--- src/atft_pkg.sv ---
// Types, constants and helpers of the adaptive threshold flash trigger.
package atft_pkg;

   localparam int ACTION_W = 3;
   localparam int SAMPLE_W = 12;
   localparam int LEVEL_W  = 7;
   localparam int THR_W    = 14;
   localparam int SINCE_W  = 17;
   localparam int HOLD_W   = 16;
   localparam int CSR_ADDR_W = 2;

   localparam int REQ_TDATA_W = ((SAMPLE_W + 7) / 8) * 8;
   localparam int RSP_BITS    = 1 + LEVEL_W + THR_W;
   localparam int RSP_TDATA_W = ((RSP_BITS + 7) / 8) * 8;

   localparam logic [ACTION_W-1:0] ACT_SAMPLE = 3'd0;
   localparam logic [ACTION_W-1:0] ACT_TICK   = 3'd1;
   localparam logic [ACTION_W-1:0] ACT_UP     = 3'd2;
   localparam logic [ACTION_W-1:0] ACT_DOWN   = 3'd3;
   localparam logic [ACTION_W-1:0] ACT_TEST   = 3'd4;

   localparam logic [CSR_ADDR_W-1:0] CSR_TRIG_EN = 2'd0;
   localparam logic [CSR_ADDR_W-1:0] CSR_MANUAL  = 2'd1;
   localparam logic [CSR_ADDR_W-1:0] CSR_HOLDOFF = 2'd2;

   localparam logic [LEVEL_W-1:0] LEVEL_MAX     = 7'd100;
   localparam logic [LEVEL_W-1:0] LEVEL_RESET   = 7'd20;
   localparam logic [THR_W-1:0]   THR_MIN       = 14'd1000;
   localparam logic [THR_W-1:0]   THR_MAX       = 14'd11000;
   localparam logic [THR_W-1:0]   THR_STEP      = 14'd1000;
   localparam logic [THR_W-1:0]   THR_RESET     = 14'd5000;
   localparam logic [THR_W-1:0]   TARGET_OFFSET = 14'd1000;
   localparam logic [THR_W-1:0]   SNAP_BAND     = 14'd100;
   localparam logic [THR_W-1:0]   LEVEL_SCALE   = 14'd100;
   localparam logic [SINCE_W-1:0] SINCE_MAX     = {SINCE_W{1'b1}};
   localparam logic [HOLD_W-1:0]  HOLD_RESET    = 16'd1000;

   typedef struct packed {
      logic [ACTION_W-1:0] action;
      logic [SAMPLE_W-1:0] adc_sample;
   } item_type;

   typedef struct packed {
      logic              trigger_enabled;
      logic              manual_mode;
      logic [HOLD_W-1:0] holdoff_ms;
   } cfg_type;

   // fire lands in bit 0 when packed onto the bus
   typedef struct packed {
      logic [THR_W-1:0]   threshold_level;
      logic [LEVEL_W-1:0] light_level;
      logic               fire;
   } result_type;

   function automatic logic [THR_W-1:0] level_x100(input logic [LEVEL_W-1:0] lvl);
      return {{(THR_W-LEVEL_W){1'b0}}, lvl} * LEVEL_SCALE;
   endfunction

   function automatic logic [THR_W-1:0] clamp_thr(input logic [THR_W-1:0] v);
      logic [THR_W-1:0] r;
      r = v;
      if (v < THR_MIN) begin
         r = THR_MIN;
      end else if (v > THR_MAX) begin
         r = THR_MAX;
      end
      return r;
   endfunction

endpackage

--- src/atft_level_map.sv ---
// Maps a raw light sample to a level of 100 - sample/20, floored at 0.
module atft_level_map
   import atft_pkg::*;
#(
   parameter int ADC_BITS = 12
) (
   input  logic [SAMPLE_W-1:0] adc_sample,
   output logic [LEVEL_W-1:0]  light_level
);

   localparam int QUARTER_W = SAMPLE_W - 2;
   localparam int PROD_W    = QUARTER_W + 8;

   logic [SAMPLE_W-1:0]  sample_masked;
   logic [QUARTER_W-1:0] quarter;
   logic [PROD_W-1:0]    prod;
   logic [7:0]           drop;

   always_comb begin
      for (int i = 0; i < SAMPLE_W; i++) begin
         sample_masked[i] = (i < ADC_BITS) ? adc_sample[i] : 1'b0;
      end
   end

   // sample/20 = (sample/4)/5; x*205 >> 10 is exact for x below 1024
   assign quarter = sample_masked[SAMPLE_W-1:2];
   assign prod    = {8'd0, quarter} * PROD_W'(205);
   assign drop    = prod[PROD_W-1:10];

   assign light_level = (drop >= {1'b0, LEVEL_MAX}) ? '0 : LEVEL_MAX - drop[LEVEL_W-1:0];

endmodule

--- src/atft_track.sv ---
// Trigger state: level, self-adjusting threshold and time since the last fire.
module atft_track
   import atft_pkg::*;
(
   input  logic               clock,
   input  logic               reset,
   input  logic               advance,
   input  item_type           item,
   input  cfg_type            cfg,
   input  logic [LEVEL_W-1:0] sample_level,
   output result_type         result
);

   logic [LEVEL_W-1:0] level_ff, level_in;
   logic [THR_W-1:0]   thr_ff, thr_in;
   logic [SINCE_W-1:0] since_ff, since_in;
   logic               fire;

   logic [THR_W-1:0]   target;
   logic [THR_W-1:0]   diff;
   logic [THR_W-1:0]   thr_down;
   logic [SINCE_W-1:0] since_sat;

   assign target    = level_x100(level_ff) + TARGET_OFFSET;
   assign diff      = (target > thr_ff) ? target - thr_ff : thr_ff - target;
   assign thr_down  = (thr_ff > THR_STEP) ? thr_ff - THR_STEP : '0;
   assign since_sat = (since_ff == SINCE_MAX) ? since_ff : since_ff + SINCE_W'(1);

   always_comb begin
      level_in = level_ff;
      thr_in   = thr_ff;
      since_in = since_ff;
      fire     = 1'b0;
      case (item.action)
         ACT_SAMPLE: begin
            level_in = sample_level;
            if (cfg.trigger_enabled && (level_x100(sample_level) > thr_ff) &&
                (since_ff > {1'b0, cfg.holdoff_ms})) begin
               fire     = 1'b1;
               since_in = '0;
            end
         end
         ACT_TICK: begin
            since_in = since_sat;
            if (!cfg.manual_mode) begin
               // snap inside the band, else slew one hundredth toward target
               if (diff < SNAP_BAND) begin
                  thr_in = target;
               end else if (target > thr_ff) begin
                  thr_in = clamp_thr(thr_ff + THR_W'(1));
               end else begin
                  thr_in = clamp_thr(thr_ff - THR_W'(1));
               end
            end
         end
         ACT_UP: begin
            if (cfg.manual_mode) begin
               thr_in = clamp_thr(thr_ff + THR_STEP);
            end
         end
         ACT_DOWN: begin
            if (cfg.manual_mode) begin
               thr_in = clamp_thr(thr_down);
            end
         end
         ACT_TEST: begin
            fire     = 1'b1;
            since_in = '0;
         end
         default: begin
         end
      endcase
   end

   assign result.fire            = fire;
   assign result.light_level     = level_in;
   assign result.threshold_level = thr_in;

   always_ff @(posedge clock) begin
      if (reset) begin
         level_ff <= LEVEL_RESET;
         thr_ff   <= THR_RESET;
         since_ff <= '0;
      end else if (advance) begin
         level_ff <= level_in;
         thr_ff   <= thr_in;
         since_ff <= since_in;
      end
   end

endmodule

--- src/adaptive_threshold_flash_trigger_core.sv ---
// Adaptive threshold flash trigger: one result beat per request beat.
//
// Request channel req_*: each beat is a light sample, a millisecond tick,
// a threshold step up or down, or a test fire, chosen by req_tuser.
// Result channel rsp_*: one beat per request with the fire flag, the
// light level and the threshold in hundredths of a level after the item.
// Config port csr_*: index 0 trigger enable, 1 manual mode, 2 hold-off in
// ms; write only while no request is in flight.
//
// Path: the beat is registered in the input register when it is accepted, and
// its result is loaded into the output register once that register is free;
// rsp_tvalid is driven by the output register. Throughput is one beat per cycle
// while rsp_tready does not stall, set by the single update stage between the two registers.
// A stalled rsp_tready holds the result; one more request is taken into
// the input register, then req_tready drops until the result is taken.
// Reset clears both stages, sets level 20, threshold 5000, the fire
// timer to 0 and the config to disabled, auto mode, 1000 ms hold-off.
module adaptive_threshold_flash_trigger_core
   import atft_pkg::*;
#(
   parameter int ADC_BITS = 12
) (
   input  logic                   clock,
   input  logic                   reset,
   input  logic                   req_tvalid,
   output logic                   req_tready,
   input  logic [REQ_TDATA_W-1:0] req_tdata,  // adc_sample[11:0], zero pad
   input  logic [ACTION_W-1:0]    req_tuser,  // action[2:0]
   output logic                   rsp_tvalid,
   input  logic                   rsp_tready,
   output logic [RSP_TDATA_W-1:0] rsp_tdata,  // fire, light_level, threshold_level, pad
   input  logic                   csr_we,
   input  logic [CSR_ADDR_W-1:0]  csr_addr,
   input  logic [HOLD_W-1:0]      csr_wdata
);

   item_type   item_ff, item_in;
   logic       item_valid_ff, item_valid_in;
   result_type rsp_data_ff, rsp_data_in;
   logic       rsp_valid_ff, rsp_valid_in;
   cfg_type    cfg_ff, cfg_in;

   logic               out_free;
   logic               advance;
   logic               req_take;
   logic [LEVEL_W-1:0] sample_level;
   result_type         result;

   assign out_free   = !rsp_valid_ff || rsp_tready;
   assign advance    = item_valid_ff && out_free;
   assign req_tready = !item_valid_ff || advance;
   assign req_take   = req_tvalid && req_tready;

   atft_level_map #(
      .ADC_BITS(ADC_BITS)
   ) u_map (
      .adc_sample (item_ff.adc_sample),
      .light_level(sample_level)
   );

   atft_track u_track (
      .clock       (clock),
      .reset       (reset),
      .advance     (advance),
      .item        (item_ff),
      .cfg         (cfg_ff),
      .sample_level(sample_level),
      .result      (result)
   );

   always_comb begin
      item_in       = req_take ? item_type'({req_tuser, req_tdata[SAMPLE_W-1:0]}) : item_ff;
      item_valid_in = req_take || (item_valid_ff && !advance);
      rsp_data_in   = advance ? result : rsp_data_ff;
      rsp_valid_in  = advance || (rsp_valid_ff && !rsp_tready);
      cfg_in        = cfg_ff;
      if (csr_we) begin
         case (csr_addr)
            CSR_TRIG_EN: cfg_in.trigger_enabled = csr_wdata[0];
            CSR_MANUAL:  cfg_in.manual_mode     = csr_wdata[0];
            CSR_HOLDOFF: cfg_in.holdoff_ms      = csr_wdata;
            default: begin
            end
         endcase
      end
   end

   always_ff @(posedge clock) begin
      item_ff     <= item_in;
      rsp_data_ff <= rsp_data_in;
      if (reset) begin
         item_valid_ff          <= 1'b0;
         rsp_valid_ff           <= 1'b0;
         cfg_ff.trigger_enabled <= 1'b0;
         cfg_ff.manual_mode     <= 1'b0;
         cfg_ff.holdoff_ms      <= HOLD_RESET;
      end else begin
         item_valid_ff <= item_valid_in;
         rsp_valid_ff  <= rsp_valid_in;
         cfg_ff        <= cfg_in;
      end
   end

   assign rsp_tvalid = rsp_valid_ff;
   assign rsp_tdata  = {{(RSP_TDATA_W-RSP_BITS){1'b0}}, rsp_data_ff};

endmodule

--- config.mk ---
export PLATFORM = sky130hd
export DESIGN_NAME = adaptive_threshold_flash_trigger_core
export DESIGN_NICKNAME = d
export VERILOG_FILES = /design/src/atft_pkg.sv /design/src/atft_level_map.sv /design/src/atft_track.sv /design/src/adaptive_threshold_flash_trigger_core.sv
export SDC_FILE = /design/constraint.sdc
export NUM_CORES = 1
export LEC_CHECK = 0
export CAP_MARGIN = 25
export CORE_ASPECT_RATIO = 1.5
export CORE_MARGIN = 5
export CORE_UTILIZATION = 30
export CTS_CLUSTER_DIAMETER = 200
export DETAILED_ROUTE_END_ITERATION = 10
export DONT_BUFFER_PORTS = 1
export GPL_ROUTABILITY_DRIVEN = 0
export SLEW_MARGIN = 10
export SYNTH_ARGS = -nofsm -noshare
export SYNTH_HDL_FRONTEND = slang
export SYNTH_HIERARCHICAL = 1
export SYNTH_SLANG_ARGS = --single-unit
--- constraint.sdc ---
create_clock -name clock -period 25.5 [get_ports clock]
set_clock_uncertainty 0.1 [all_clocks]
set_input_delay 5.1 -clock clock [delete_from_list [all_inputs] [get_ports clock]]
set_output_delay 5.1 -clock clock [all_outputs]
set_load 0.02 [all_outputs]
---- Yosys cells after proc, flatten, opt, wreduce, memory -nomap -nowiden ----
Cells that the tools add are included.
storage, ports and cells
  output and inout bits ................... 26
  word-level logic and storage cells ...... 92
  input port bits ......................... 42
  flip-flop bits (word level) ............. 95
operators by class
  $add $sub $neg .......................... 9
  reductions and logical operators ........ 21
  magnitude comparators ................... 14
  equality and inequality tests ........... 9
  muxes and demuxes ....................... 23
  multipliers ............................. 3
operator list
  cell                                                                                 count
  14-bit two-way mux                                                                   15
  14-bit > comparator, second input constant                                           4
  14-bit by 10-bit less-than comparator with 1-bit output, second input constant       4
  17-bit one-hot mux with 3 select lines                                               1
  14-bit one-hot mux with 3 select lines                                               1
  17-bit two-way mux                                                                   2
  14-bit by 10-bit adder with 14-bit output, second input constant                     2
  14-bit > comparator                                                                  2
  14-bit subtractor                                                                    2
  7-bit by 5-bit multiplier with 12-bit output, second input constant                  2
  10-bit by 8-bit multiplier with 18-bit output, second input constant                 1
  17-bit by 1-bit adder with 17-bit output, second input constant                      1
  17-bit == test, second input constant                                                1
  17-bit by 16-bit > comparator with 1-bit output                                      1
  14-bit by 1-bit adder with 14-bit output, second input constant                      1
  14-bit by 10-bit > comparator with 1-bit output, second input constant               1
  14-bit by 7-bit less-than comparator with 1-bit output, second input constant        1
  7-bit two-way mux                                                                    2
  14-bit by 1-bit subtractor with 14-bit output, second input constant                 1
  14-bit by 10-bit subtractor with 14-bit output, second input constant                1
  8-bit by 7-bit greater-or-equal comparator with 1-bit output, second input constant  1
  7-bit subtractor, first input constant                                               1
  3-bit by 2-bit == test with 1-bit output, second input constant                      2
  1-bit logical AND                                                                    6
  other kinds (15)                                                                     23

---- Longest topological paths before layout ----
Gate-level depths: netlist of the first run.
  word-level depth ........................ 9
  depth in mapped cells ................... 41
  gate-level depth less buffers ........... 38

---- Cells and area by module ----
Netlist of the first run, hierarchy kept.
modules (own cells, without submodules)
  module                                 sequential area each (sq um)  area each (sq um)  instances  cells each
  atft_track                             760.7                         7642.3             1          1079
  adaptive_threshold_flash_trigger_core  1511.4                        2008.2             1          129
  atft_level_map                         0.0                           1773.0             1          201

---- Worst setup path before layout of the first run ----
No wires, ideal clock.
  path type ............................... input to output
  from .................................... in rsp_tready
  to ...................................... out req_tready
  data required time ...................... 20.300 ns
  path buffers ............................ 0
  stages on the path ...................... 1
  arrival time ............................ 5.377 ns
  setup slack ............................. 14.923 ns
  cell sequence ........................... nand3b_1
between the ends
  longest elaborated chain between the ends .. 3
RTL lines
  element            line                                         RTL
  from (decl)        adaptive_threshold_flash_trigger_core.sv:30  input logic rsp_tready,
  1-bit logical OR   adaptive_threshold_flash_trigger_core.sv:49  assign out_free = !rsp_valid_ff || rsp_tready;
  1-bit logical AND  adaptive_threshold_flash_trigger_core.sv:50  assign advance = item_valid_ff && out_free;
  1-bit logical OR   adaptive_threshold_flash_trigger_core.sv:51  assign req_tready = !item_valid_ff || advance;
  to (decl)          adaptive_threshold_flash_trigger_core.sv:26  output logic req_tready,
Every way passes these cells.

---- Worst setup path after layout of the first run ----
Ends and elaborated chain as after synthesis.

==> out/qor.yml, run 1 <==
worst_hold_path.num_cells: 2
clk_latency_ps: 370
fmaxAchievable_mhz: 94.4
post_cts_resized: 0
die-area_mm2: 0.0420
sequential_cell_area_mm2: 0.00221
critical_path_buf_inv_count: 0
setup-violations-final: 0
status: "completed"
fp-row-count: 87
htreeDepth: 3
drive_above_1_share_pct: 5.57
netlist_instances: 1407
clock_tree.root_cell: "clkbuf_16"
initial_core_util_pct: 30.3
power-per-cell-area_mw_per_mm2: 138
post_synth.cell_area_avg_um2: 8.08
yosysWarnings: 6
drc_errors: 0
num_antenna_cells: 0
ir_drop_uv: 135
critical_register_to_register_path_startpoint: "item_ff[8]"
globalRouteTotalUtil_pct: 16.3
hold_viol: 0
wire_length_of_the_first_global_routing_pass_um: 54700
timing.critical_path.max_delay_family: "simple AND/OR/NAND/NOR gates"
clk_path_buf_depth: 2
drt.antenna.violating_nets: 0
max_stage_delay_ps: 300
timing.critical_path.cells: "nand3b_1"
period_needed_ps: 10600
worst_path_max_delay_cell: "nand3b_1"
gr-total-overflow: 0
cap_viol_max_count: 0
pin_count_of_the_biggest_net_entering_global_routing: 67
drt-initial-drc-count: 722
finalNetCount: 1581
r2r_slack_ps: 15560
ios: 68
port-buffer-count: 0
worst_r2r_endpoint: "u_track/since_ff[9]"
p_leak_uw: 0.00500
post-route-cell-area_mm2: 0.0120
detailed_place_hpwl_um: 26600
period_share_pct: 41.6
route.detailed.vias_per_inst: 5.61
arrival_ps: 5400
hold_path.class: "flop to flop"
fin_setup_tns_ps: 0
total_power_of_the_final_layout_uw: 1650
core_area_mm2: 0.0376
worstSetupEndpointType: "output port"
cts_tree: "built"
slew_violations: 0
via_count_of_the_first_global_routing_pass: 10300
flow.area_growth_from_synthesis_pct: 5.77
mappedNetlistArea_mm2: 0.0114
critPathLaunchType: "primary input"
routed-via-count: 10400
count_of_fill_cells_added_during_filler_insertion: 3957
wire_per_inst_um: 18.5
actual_slew_at_the_worst_max_slew_pin_ps: 1030
detail_route.wirelength_um: 34300
worst-setup-path-type: "primary input to output port"
cts_hold_buffers: 0
floorplan.die.width_um: 169
min_to: "cfg_ff[14]"
chipHeight_um: 248
antenna_found_initial: 0
fin_ws_ps: 14900
clk_pin_slew_ps: 70
unrepaired_setup_endpoints_after_global_routing: "no"
dp_worst_setup_slack_ps: 14900
cts_buffers: 9
worstRegToRegCells: 40
post-cts-setup-buffer-count: 0
worst-endpoint-required_ps: 20300
cts_sinks: 93
dpl_cell_area_mm2: 0.0117
hold_path.startpoint: "cfg_ff[14]"
slew-limit-headroom_pct: 30.8
total_area_of_multi_input_combinational_cells_mm2: 0.00830
critical_path_peak_fanout: 3
firstDrtPassIters: 5
sequential cells by signal, summed over array words and instances (netlist names):
register	cells
item_ff	13
rsp_tdata	22
cfg_ff	18
u_track/since_ff	17
rsp_tvalid	1
item_valid_ff	1
u_track/thr_ff	14
u_track/level_ff	7
through the flow:
stage | std cells | hold WS (ps) | util (%)
6_report | 1853 | 377 | 32.0
5_1_grt | 1853 | 401 | 32.0
4_1_cts | 1853 | 379 | 32.0
3_5_place_dp | 1837 | 363 | 31.3
3_3_place_gp | 1837 | 339 | 31.3
2_1_floorplan | 1408 | 334 | -
report_power, final:
part	switching [µW]	internal, µW	total [µW]
logic	781	561	1340
clock network	67.6	68.3	136
registers	12.0	165	177
metal layers:
layer | GRT usage, % | vias up | share of wire [%]
li1 | - | 5014 | -
met1 | 17.9 | 4894 | 38
met2 | 29.5 | 372 | 50
met3 | 2.49 | 121 | 5.8
met4 | 9.65 | 0 | 6.0
met5 | 0 | - | 0
area by class of cell:
cell class | count | share of cell area (%)
well taps | 489 | 5.09
repair buffers | 17 | 1.06
inverters | 130 | 4.06
clock inverters | 6 | 0.448
flip-flops and latches | 93 | 18.4
clock buffers | 10 | 1.91
multi-input cells | 1108 | 69.0
placed cells by master (no fill, tap or decap), types with 6 or more instances in the layout:
| cell | count |
|---|---|
| o22ai_1 | 12 |
| fa_1 | 21 |
| mux2_2 | 6 |
| or3_1 | 12 |
| clkbuf_16 | 9 |
| nor3_1 | 47 |
| ha_1 | 159 |
| mux2i_1 | 29 |
| nand3_1 | 33 |
| a32oi_1 | 6 |
| dfxtp_1 | 58 |
| buf_4 | 17 |
| nor2b_1 | 8 |
| or2_2 | 6 |
| a21oi_1 | 94 |
| a21o_1 | 23 |
| nor2_1 | 110 |
| xor2_1 | 19 |
| nand4_1 | 23 |
| nor3b_1 | 8 |
| xnor2_1 | 54 |
| nand2_1 | 89 |
| o221ai_1 | 8 |
| nand2b_1 | 32 |
| o31ai_1 | 17 |
| or4_1 | 11 |
| inv_1 | 124 |
| and3_1 | 16 |
| edfxtp_1 | 35 |
| a31oi_1 | 20 |
| o21bai_1 | 18 |
| o21ai_0 | 65 |
| nor4_1 | 10 |
| o211ai_1 | 7 |
| a211oi_1 | 13 |
| o21a_1 | 12 |
| and2_1 | 9 |
worst max path at each step:
| stage | slack [ps] | start | endpoint | depth (start not counted) |
|---|---|---|---|---|
| 6_report | 14900 | rsp_tready | req_tready | 1 |
| 3_5_place_dp | 14900 | rsp_tready | req_tready | 1 |
| 3_3_place_gp | 14910 | rsp_tready | req_tready | 1 |
| 2_1_floorplan | 14920 | rsp_tready | req_tready | 1 |
| 4_1_cts | 14900 | rsp_tready | req_tready | 1 |
| 5_1_grt | 14890 | rsp_tready | req_tready | 1 |
(Power assumes the default switching activity.)
==> run 2: changes to the inputs <==
--- a/config.mk
+++ b/config.mk
@@ -5,6 +5,7 @@
 export SDC_FILE = /design/constraint.sdc
 export NUM_CORES = 1
 export LEC_CHECK = 0
+export ABC_AREA = 1
 export CAP_MARGIN = 25
 export CORE_ASPECT_RATIO = 1.5
 export CORE_MARGIN = 5
==> constraint.sdc (replaced) <==
create_clock -name clock -period 9.8 [get_ports clock]
set_clock_uncertainty 0.1 [all_clocks]
set_input_delay 1.96 -clock clock [delete_from_list [all_inputs] [get_ports clock]]
set_output_delay 1.96 -clock clock [all_outputs]
set_load 0.02 [all_outputs]
==> run 2 against run 1 <==
- core utilization increased by 0.34 points
- die area increased by 2.4%
- non-clock buffer count decreased by 9
- final area increased by 3.4%
- first-iteration DRC count increased by 5.4%
- global-route usage decreased by 0.53 points
- critical endpoint is now u_track/since_ff[8]
==> out/qor.yml, run 2 <==
place.detailed.instances: 2275
htreeDepth: 3
cts_buffers: 9
setup-violations-final: 0
drive_above_1_share_pct: 5.34
status: "completed"
wire_length_of_the_first_global_routing_pass_um: 54800
wire_per_inst_um: 14.6
finalNetCount: 2014
clk_latency_ps: 370
p_leak_uw: 0.00660
die-area_mm2: 0.0430
chipHeight_um: 251
globalRouteTotalUtil_pct: 15.8
worst-endpoint-required_ps: 9950
actual_slew_at_the_worst_max_slew_pin_ps: 986
clk_path_buf_depth: 2
num_antenna_cells: 0
most-common-layout-cells: "554 x nand2_1, 285 x inv_1, 159 x ha_1, 149 x nor2_1, 144 x nand3_1"
count_of_fill_cells_added_during_filler_insertion: 4161
drc_errors: 0
clock_tree.root_cell: "clkbuf_16"
power-per-cell-area_mw_per_mm2: 326
slew-limit-headroom_pct: 34.0
drt-initial-drc-count: 761
hold_path.class: "flop to flop"
cts_sinks: 93
via_count_of_the_first_global_routing_pass: 11300
worstSetupEndpointType: "flop"
firstDrtPassIters: 6
timing.critical_path.max_delay_family: "adder cells"
fp-row-count: 88
period_share_pct: 87.9
critical_path_buf_inv_count: 7
total_area_of_multi_input_combinational_cells_mm2: 0.00814
drt.antenna.violating_nets: 0
mostFrequentLayoutCell: "nand2_1"
yosysWarnings: 6
detailed_place_hpwl_um: 27000
slew_violations: 0
post_cts_resized: 0
initial_core_util_pct: 30.3
fin_setup_tns_ps: 0
post-cts-setup-buffer-count: 0
post-route-cell-area_mm2: 0.0124
arrival_ps: 8770
pin_count_of_the_biggest_net_entering_global_routing: 39
hold_viol: 0
port-buffer-count: 0
cts_hold_buffers: 0
route.detailed.vias_per_inst: 4.95
dpl_cell_area_mm2: 0.0121
unrepaired_setup_endpoints_after_global_routing: "no"
worst_path_max_delay_cell: "fa_1"
antenna_found_initial: 0
critical_path_peak_fanout: 25
gr-total-overflow: 0
flow.area_growth_from_synthesis_pct: 6.69
clk_pin_slew_ps: 70
post_synth.cell_area_avg_um2: 6.43
largest_register_ffs: 22
sequential_cell_area_mm2: 0.00221
max_stage_delay_ps: 530
core_area_mm2: 0.0384
layoutNonFillerInstCount: 2292
critPathLaunchType: "flop"
floorplan.die.width_um: 171
fmaxAchievable_mhz: 116
ios: 68
netlist_instances: 1811
mappedNetlistArea_mm2: 0.0116
period_needed_ps: 8610
cts_tree: "built"
cap_viol_max_count: 0
worst-setup-path-type: "flop to flop"
routed-via-count: 11300
detail_route.wirelength_um: 33600
ir_drop_uv: 248
run 2: worst paths after layout:
check                   start                   to  slack, ps  cells after the start
setup / recovery  item_ff[10]  u_track/since_ff[8]       1190                     45
hold / removal      cfg_ff[9]            cfg_ff[9]        380                      2
setup reg to reg  item_ff[10]  u_track/since_ff[8]       1190                     45
hold reg to reg     cfg_ff[9]            cfg_ff[9]        380                      2
run 2: per-layer routing:
layer | vias to the layer above | track usage, % | routed length (µm)
met5 | - | 0 | 0
met4 | 0 | 8.65 | 1920
met3 | 115 | 2.42 | 1630
met2 | 348 | 28.8 | 16600
met1 | 5156 | 17.2 | 13400
li1 | 5726 | - | -
run 2: area by class of cell:
cell class / count / area share, %
Clock buffer: 10 / 2.01
Timing Repair Buffer: 8 / 0.483
Inverter: 296 / 8.94
Clock inverter: 6 / 0.332
Multi-Input combinational cell: 1384 / 65.5
Tap cell: 495 / 4.98
Sequential cell: 93 / 17.8
run 2: power by group:
group / switching [µW] / internal (µW)
combinational: 2000 / 1230
clock: 168 / 189
sequential: 38.1 / 429
total: 2200 / 1850
run 2: worst reg2reg max path, delay by kind of cell (launching register included):
kind,cells,cell delay [ps]
adder cells (fa/ha/maj),10,3950
AND/OR/NAND/NOR,19,1910
AO/OA/AOI/OAI,7,1240
buffers and inverters,7,580
flip-flops,1,460
XOR/XNOR,2,220
run 2: through the flow:
stage                     power [µW]  util, %  hold WS [ps]  worst slack (ps)
final                           4050     32.3           377              1190
after global routing            4630     32.3           418               410
after CTS                       4100     32.3           377              1090
after detailed placement        3700     31.6           358              1160
after global placement          3610     31.6           358              1310
after floorplan                 3030        -           342              1930
==> run 3: changes to the inputs <==
--- a/config.mk
+++ b/config.mk
@@ -5,7 +5,6 @@
 export SDC_FILE = /design/constraint.sdc
 export NUM_CORES = 1
 export LEC_CHECK = 0
-export ABC_AREA = 1
 export CAP_MARGIN = 25
 export CORE_ASPECT_RATIO = 1.5
 export CORE_MARGIN = 5
==> run 3 against run 2 <==
- sequential share of layout area grew 0.56 points
- critical path depth shrank 6
- global-route usage grew 0.65 points
- setup slack lost 770 ps
- non-clock buffer count grew 10
==> out/qor.yml, run 3 (synthesis gave the netlist of run 1 again) <==
cap_viol_max_count: 0
fp-row-count: 87
ir_drop_uv: 310
gr-total-overflow: 0
clk_latency_ps: 380
period_share_pct: 95.8
worst-setup-path-type: "flop to flop"
cts_hold_buffers: 0
worst-endpoint-required_ps: 10010
drt-initial-drc-count: 621
slew-limit-headroom_pct: 33.5
arrival_ps: 9590
post_cts_resized: 0
flow.area_growth_from_synthesis_pct: 6.07
routed-via-count: 10500
clk_pin_slew_ps: 70
cts_buffers: 9
post-cts-setup-buffer-count: 0
period_needed_ps: 9390
worst_path_max_delay_cell: "fa_1"
die-area_mm2: 0.0420
drt.antenna.violating_nets: 0
largest_register_ffs: 22
drc_errors: 0
detailed_place_hpwl_um: 26700
via_count_of_the_first_global_routing_pass: 10700
initial_core_util_pct: 30.3
ios: 68
floorplan.die.width_um: 169
actual_slew_at_the_worst_max_slew_pin_ps: 989
fin_setup_tns_ps: 0
post-route-cell-area_mm2: 0.0121
wire_length_of_the_first_global_routing_pass_um: 55400
p_leak_uw: 0.00502
drive_above_1_share_pct: 5.64
critPathLaunchType: "flop"
num_antenna_cells: 0
finalNetCount: 1582
dpl_cell_area_mm2: 0.0117
detail_route.wirelength_um: 34700
clk_path_buf_depth: 2
core_area_mm2: 0.0376
worstSetupEndpointType: "flop"
mostFrequentLayoutCell: "ha_1"
most-common-layout-cells: "159 x ha_1, 124 x inv_1, 109 x nor2_1, 94 x a21oi_1, 89 x nand2_1"
route.detailed.vias_per_inst: 5.66
htreeDepth: 3
max_stage_delay_ps: 540
clock_tree.root_cell: "clkbuf_16"
hold_path.class: "flop to flop"
globalRouteTotalUtil_pct: 16.4
pin_count_of_the_biggest_net_entering_global_routing: 67
hold_viol: 0
finalCoreUtilization_pct: 32.1
fmaxAchievable_mhz: 107
power-per-cell-area_mw_per_mm2: 362
critical_path_peak_fanout: 24
status: "completed"
slew_violations: 0
cts_tree: "built"
setup-violations-final: 0
unrepaired_setup_endpoints_after_global_routing: "no"
total_power_of_the_final_layout_uw: 4370
antenna_found_initial: 0
port-buffer-count: 0
firstDrtPassIters: 5
chipHeight_um: 248
wire_per_inst_um: 18.7
cts_sinks: 93
==> run 3: cell count changes in the layout (fill, tap and decap cells not counted), moves of 29 or more <==
cell	change
mux2i_1	+29
inv_1	-161
nor3_1	+33
xnor2_1	+32
nand2b_1	+32
nand2_1	-465
nand3_1	-111
nor2_1	-40
==> run 3: final timing paths <==
kind	startpoint	end	slack, ps	depth (start not counted)
hold / removal	item_valid_ff	rsp_tvalid	370	2
hold reg to reg	item_valid_ff	rsp_tvalid	370	2
setup reg to reg	item_ff[8]	u_track/since_ff[11]	410	39
setup / recovery	item_ff[8]	u_track/since_ff[11]	410	39
==> run 3: layer usage <==
metal / share of wire, % / global-route usage (%) / vias to the layer above
met2: 51 / 30.2 / 406
met1: 38 / 17.7 / 4970
met3: 5.7 / 3.02 / 115
met5: 0 / 0 / -
li1: - / - / 5006
met4: 5.3 / 8.91 / 0
==> run 3: layout make-up <==
cell class / count / area (µm²)
Fill cell: 3969 / 25500
Sequential cell: 93 / 2210
Inverter: 130 / 488
Tap cell: 489 / 612
Clock inverter: 3 / 23.8
Timing Repair Buffer: 18 / 135
Clock buffer: 13 / 283
Multi-Input combinational cell: 1108 / 8300
==> run 3: report_power, final <==
group / internal [µW] / total, µW / switching, µW
clock: 205 / 375 / 170
combinational: 1480 / 3530 / 2050
sequential: 429 / 460 / 31.2
total: 2120 / 4370 / 2250
==> run 3: stage by stage <==
step / setup WS, ps / std cells / hold WS [ps]
floorplan: 1040 / 1408 / 334
global placement: 510 / 1838 / 340
detailed placement: 391 / 1838 / 355
CTS: 348 / 1854 / 367
global route: 15.1 / 1854 / 397
finish: 414 / 1854 / 369
==> run 3: critical path, delay by kind of cell, from the launching register on <==
family / cells / cell delay [ps]
fa+ha+maj: 10 / 3980
simple gates: 10 / 2160
compound gates: 10 / 1770
buf+inv: 7 / 530
flops: 1 / 450
xor+xnor: 2 / 300
